[config.mk]
export PLATFORM = sky130hd
export DESIGN_NAME = bfa_ctrl
export DESIGN_NICKNAME = d
export VERILOG_FILES = /design/src/bfa_pkg.sv /design/src/bfa_ctrl.sv
export SDC_FILE = /design/constraint.sdc
export NUM_CORES = 1
export LEC_CHECK = 0
export BUFFER_PORTS_ARGS = -buffer_cell sky130_fd_sc_hd__buf_2
export CORE_AREA = 8 8 55 57
export DETAILED_ROUTE_END_ITERATION = 10
export DIE_AREA = 0 0 63 65
export GPL_ROUTABILITY_DRIVEN = 0
export HOLD_SLACK_MARGIN = 0.12
export PLACE_DENSITY = 0.51
export SETUP_SLACK_MARGIN = 0.3
export SLEW_MARGIN = 30
export SYNTH_ARGS = -nofsm -noshare
export SYNTH_HDL_FRONTEND = slang
export SYNTH_SLANG_ARGS = --single-unit
[constraint.sdc]
create_clock -name clk -period 3.9 [get_ports clk]
set_input_delay 0.585 -clock clk [delete_from_list [all_inputs] [get_ports clk]]
set_output_delay 0.585 -clock clk [all_outputs]
set_load 0.03 [all_outputs]
[src/bfa_pkg.sv]
package bfa_pkg;

  localparam int NUM_FRAMES  = 65536;
  localparam int CNT_W       = 17;
  localparam int ADDR_W      = 32;
  localparam int FRAME_SHIFT = 12;
  localparam int WORD_W      = 64;
  localparam int BIT_W       = $clog2(WORD_W);
  localparam int WORDS       = (NUM_FRAMES + WORD_W - 1) / WORD_W;
  localparam int WADDR_W     = (WORDS > 1) ? $clog2(WORDS) : 1;
  localparam int IDX_W       = WADDR_W + BIT_W;

  localparam logic CFG_TOTAL    = 1'b0;
  localparam logic CFG_RESERVED = 1'b1;

  typedef logic [WORD_W-1:0] word_t;

  typedef enum logic [1:0] {
    CMD_INIT    = 2'd0,
    CMD_ALLOC   = 2'd1,
    CMD_FREE    = 2'd2,
    CMD_RESERVE = 2'd3
  } cmd_code_t;

  typedef enum logic [1:0] {
    ST_DONE     = 2'd0,
    ST_NOT_INIT = 2'd1,
    ST_NO_FREE  = 2'd2,
    ST_IGNORED  = 2'd3
  } st_code_t;

  // controller to datapath
  typedef struct packed {
    logic accept;
    logic init_wr;
    logic scan;
    logic alloc_wr;
    logic rmw_rd;
    logic rmw_upd;
    logic load_out;
  } ctl_t;

  // datapath to controller
  typedef struct packed {
    logic map_ready;
    logic active_zero;
    logic in_range;
    logic init_last;
    logic scan_hit;
    logic scan_miss;
    logic out_free;
  } stat_t;

  // bits of word w whose frame index is below lim
  function automatic word_t lt_mask(input logic [WADDR_W-1:0] w, input logic [CNT_W-1:0] lim);
    logic [31:0]      lw;
    logic [BIT_W-1:0] lo;
    word_t            m;
    lw = 32'(lim >> BIT_W);
    lo = lim[BIT_W-1:0];
    if (32'(w) < lw) m = '1;
    else if (32'(w) == lw) m = ~({WORD_W{1'b1}} << lo);
    else m = '0;
    return m;
  endfunction

  // bits of word w whose frame index is at or above lim
  function automatic word_t ge_mask(input logic [WADDR_W-1:0] w, input logic [CNT_W-1:0] lim);
    logic [31:0]      lw;
    logic [BIT_W-1:0] lo;
    word_t            m;
    lw = 32'(lim >> BIT_W);
    lo = lim[BIT_W-1:0];
    if (32'(w) > lw) m = '1;
    else if (32'(w) == lw) m = {WORD_W{1'b1}} << lo;
    else m = '0;
    return m;
  endfunction

  function automatic word_t low_bit(input word_t v);
    return v & (~v + word_t'(1));
  endfunction

  // index of a one-hot word
  function automatic logic [BIT_W-1:0] onehot_index(input word_t v);
    logic [BIT_W-1:0] idx;
    idx = '0;
    for (int i = 0; i < WORD_W; i++) begin
      if (v[i]) idx = idx | BIT_W'(i);
    end
    return idx;
  endfunction

endpackage

[src/bfa_ctrl.sv]
module bfa_ctrl import bfa_pkg::*; (
  input  logic       clk,
  input  logic       rst,
  input  logic       in_valid,
  output logic       in_ready,
  input  logic [1:0] command,
  input  stat_t      stat,
  output ctl_t       ctl
);

  typedef enum logic [6:0] {
    S_IDLE     = 7'b0000001,
    S_INIT     = 7'b0000010,
    S_SCAN     = 7'b0000100,
    S_ALLOC_WR = 7'b0001000,
    S_RMW_RD   = 7'b0010000,
    S_RMW_UPD  = 7'b0100000,
    S_FIN      = 7'b1000000
  } state_t;

  state_t state, state_next;

  assign in_ready = (state == S_IDLE);

  always_comb begin
    state_next = state;
    ctl        = '0;
    case (state)
      S_IDLE: begin
        if (in_valid) begin
          ctl.accept = 1'b1;
          case (command)
            CMD_INIT: state_next = S_INIT;
            CMD_ALLOC: begin
              if (stat.map_ready && !stat.active_zero) state_next = S_SCAN;
              else state_next = S_FIN;
            end
            default: begin
              if (stat.in_range) state_next = S_RMW_RD;
              else state_next = S_FIN;
            end
          endcase
        end
      end
      S_INIT: begin
        ctl.init_wr = 1'b1;
        if (stat.init_last) state_next = S_FIN;
      end
      S_SCAN: begin
        ctl.scan = 1'b1;
        if (stat.scan_hit) state_next = S_ALLOC_WR;
        else if (stat.scan_miss) state_next = S_FIN;
      end
      S_ALLOC_WR: begin
        ctl.alloc_wr = 1'b1;
        state_next   = S_FIN;
      end
      S_RMW_RD: begin
        ctl.rmw_rd = 1'b1;
        state_next = S_RMW_UPD;
      end
      S_RMW_UPD: begin
        ctl.rmw_upd = 1'b1;
        state_next  = S_FIN;
      end
      S_FIN: begin
        if (stat.out_free) begin
          ctl.load_out = 1'b1;
          state_next   = S_IDLE;
        end
      end
      default: state_next = S_IDLE;
    endcase
  end

  always_ff @(posedge clk) begin
    if (rst) state <= S_IDLE;
    else state <= state_next;
  end

endmodule

==> flow_summary.json <==
{
  "syn_area_um2": 518,
  "dr.first_iter.drc_count": 26,
  "start_util": 0.241,
  "report.final.hold_viol_count": 0,
  "syn_nets": 81,
  "r2r_start": "state[4]",
  "grtUsageMet2": 0.102,
  "ant_nets": 0,
  "grt_pass1_vias": 529,
  "diodes": 0,
  "hp-start": "rst",
  "wl_mm": 1.36,
  "relSlewSlack": 0.705,
  "outcome": "finished, final reports clean",
  "r2r_slack_ns": 2.23,
  "regMostFlops": "state",
  "dp_hpwl_mm": 1.07,
  "path_clk_slew_ns": 0.05,
  "cp_data_required_time_ns": 3.31,
  "cts_inserted_buffers": 3,
  "final_common_cell": "buf_2",
  "ios": 20,
  "hold_buffers": 0,
  "dp_slack_ns": 2.07,
  "hold-path-endpoint": "state[2]",
  "grt_overflow": 0,
  "final_cell_count_no_fill": 116,
  "async_flop_share": 0,
  "drive_above_1_share": 0.330,
  "viasPerCell": 4.79,
  "max-cap-violations": 0,
  "worst_slack_ns": 1.79,
  "clk_latency_ns": 0.25,
  "period_needed_ns": 2.11,
  "final_cell_mix": "buf_2, inv_1, dfxtp_1",
  "synth.yosys.warnings": 0,
  "grt_pass1_wl_mm": 2.30,
  "vias": 556,
  "drcViolationCount": 0,
  "crit_path_end_kind": "output pin",
  "drv_slew": 0,
  "nets": 101,
  "track_usage": 0.0667,
  "cts_buffer_depth": 2,
  "post-cts-setup-buffers": 0,
  "die_y_um": 65,
  "wl_per_cell_um": 11.7,
  "die-width_um": 63,
  "synthFlopType": "dfxtp_1",
  "largest_reg_flops": 7,
  "crit_fanout": 9,
  "yosysUniqueCellTypes": 31,
  "ys_ff_latch": 7,
  "hp-class": "input pin to flip-flop",
  "place_inst": 112,
  "cts_tree": "built",
  "cts_root_buf": "clkbuf_4",
  "synth-edff-count": 0,
  "dieArea_um2": 4100,
  "avgSynthCellArea_um2": 7.51,
  "fillCellCount": 240,
  "leakage_uw": 0.000328,
  "cp_data_arrival_time_ns": 1.52,
  "reg2regPathDepth": 4,
  "cp-start-kind": "flip-flop",
  "syn_to_final_growth_pct": 26.6,
  "use_met1": 0.0819,
  "fmax_mhz": 475,
  "rsz0062_at_grt": "no",
  "clock_skew_ns": 0.00293,
  "io_buffers": 19,
  "cts_resized": 0,
  "max_slew.worst_pin.slew_ns": 0.438,
  "setup_tns_ns": 0,
  "synth-seq-area-share": 0.271,
  "rows": 17,
  "power_density_nw_per_um2": 325,
  "grt_antenna_before_repair": 0,
  "grtUsageMet3": 0.0361,
  "drt_first_pass_iters": 4,
  "htreeDepth": 1,
  "ir_drop_mv": 0.211,
  "grt.busiest_layer": "met2",
  "cts.sinks": 7,
  "path_class": "flip-flop to output pin",
  "min_period_over_period": 0.540,
  "r2r_end": "state[2]",
  "finalSetupViolCount": 0,
  "hold_depth": 2,
  "grt_max_degree": 11,
  "top_regs": "state x7",
  "core_area_um2": 2150,
  "syn_inst": 69
}
[cells by family after synthesis]
family,Yosys count,share of synthesized area
AND/OR/NAND/NOR,38,0.476
buffers and inverters,12,0.0942
AO/OA/AOI/OAI,10,0.126
flip-flops,7,0.271
XOR/XNOR,2,0.0338
[cells in the mapped netlist, types with 2 or more instances]
| cell | n | share of area |
|---|---|---|
| nor2_1 | 5 | 0.036 |
| clkbuf_1 | 3 | 0.022 |
| nand3b_1 | 2 | 0.029 |
| nand2_1 | 5 | 0.036 |
| o21ai_0 | 2 | 0.019 |
| nand4_1 | 2 | 0.024 |
| dfxtp_1 | 7 | 0.27 |
| a31oi_1 | 2 | 0.024 |
| nor4_1 | 3 | 0.036 |
| and3_2 | 2 | 0.029 |
| nand3_1 | 3 | 0.029 |
| a21oi_1 | 2 | 0.019 |
| nor3b_1 | 3 | 0.043 |
| xor2_1 | 2 | 0.034 |
| nor3_1 | 3 | 0.029 |
| inv_1 | 8 | 0.058 |
[area by class of cell]
class / count / area [µm²] / share of cell area
multi-input combinational: 50 / 329 / 0.502
sequential: 7 / 140 / 0.214
timing repair buffer: 19 / 95.1 / 0.145
tap: 28 / 35.0 / 0.0534
inverter: 8 / 30.0 / 0.0458
clock buffer: 4 / 26.3 / 0.0401
[per-layer routing]
layer | routed length (µm) | vias to the layer above
li1 | - | 288
met1 | 682 | 247
met2 | 565 | 21
met3 | 111 | 0
met4 | 0 | 0
met5 | 0 | -
[where the power goes]
part           internal, µW  total, µW  switching [µW]
Clock                  39.1       66.8            27.7
Combinational          24.9       61.8            37.0
Sequential             75.4       84.3            8.88
[stage by stage]
stage	utilization	hold WS, ns	area (µm²)	total power [µW]
3_3_place_gp	0.293	0.638	629	147
4_1_cts	0.305	0.556	656	216
6_report	0.305	0.566	656	213
5_1_grt	0.305	0.567	656	228
3_5_place_dp	0.293	0.644	629	148
2_1_floorplan	-	0.613	518	128
[how the worst max path moves through the flow]
stage	start	endpoint	slack (ns)	cells after the start
2_1_floorplan	state[5]	ctl[2]	1.77	4
3_3_place_gp	state[5]	ctl[4]	2.08	4
3_5_place_dp	state[5]	ctl[4]	2.07	4
4_1_cts	state[4]	ctl[6]	1.79	4
5_1_grt	state[5]	ctl[4]	1.63	4
6_report	state[5]	ctl[4]	1.79	4
[worst max-delay path, stage by stage (launching register included)]
cell and delay (ns):
dfxtp_1 0.39, nor4_1 0.45, nand2_1 0.16, inv_1 0.07, buf_2 0.19
Note: power is estimated with default switching activity, not from simulation.
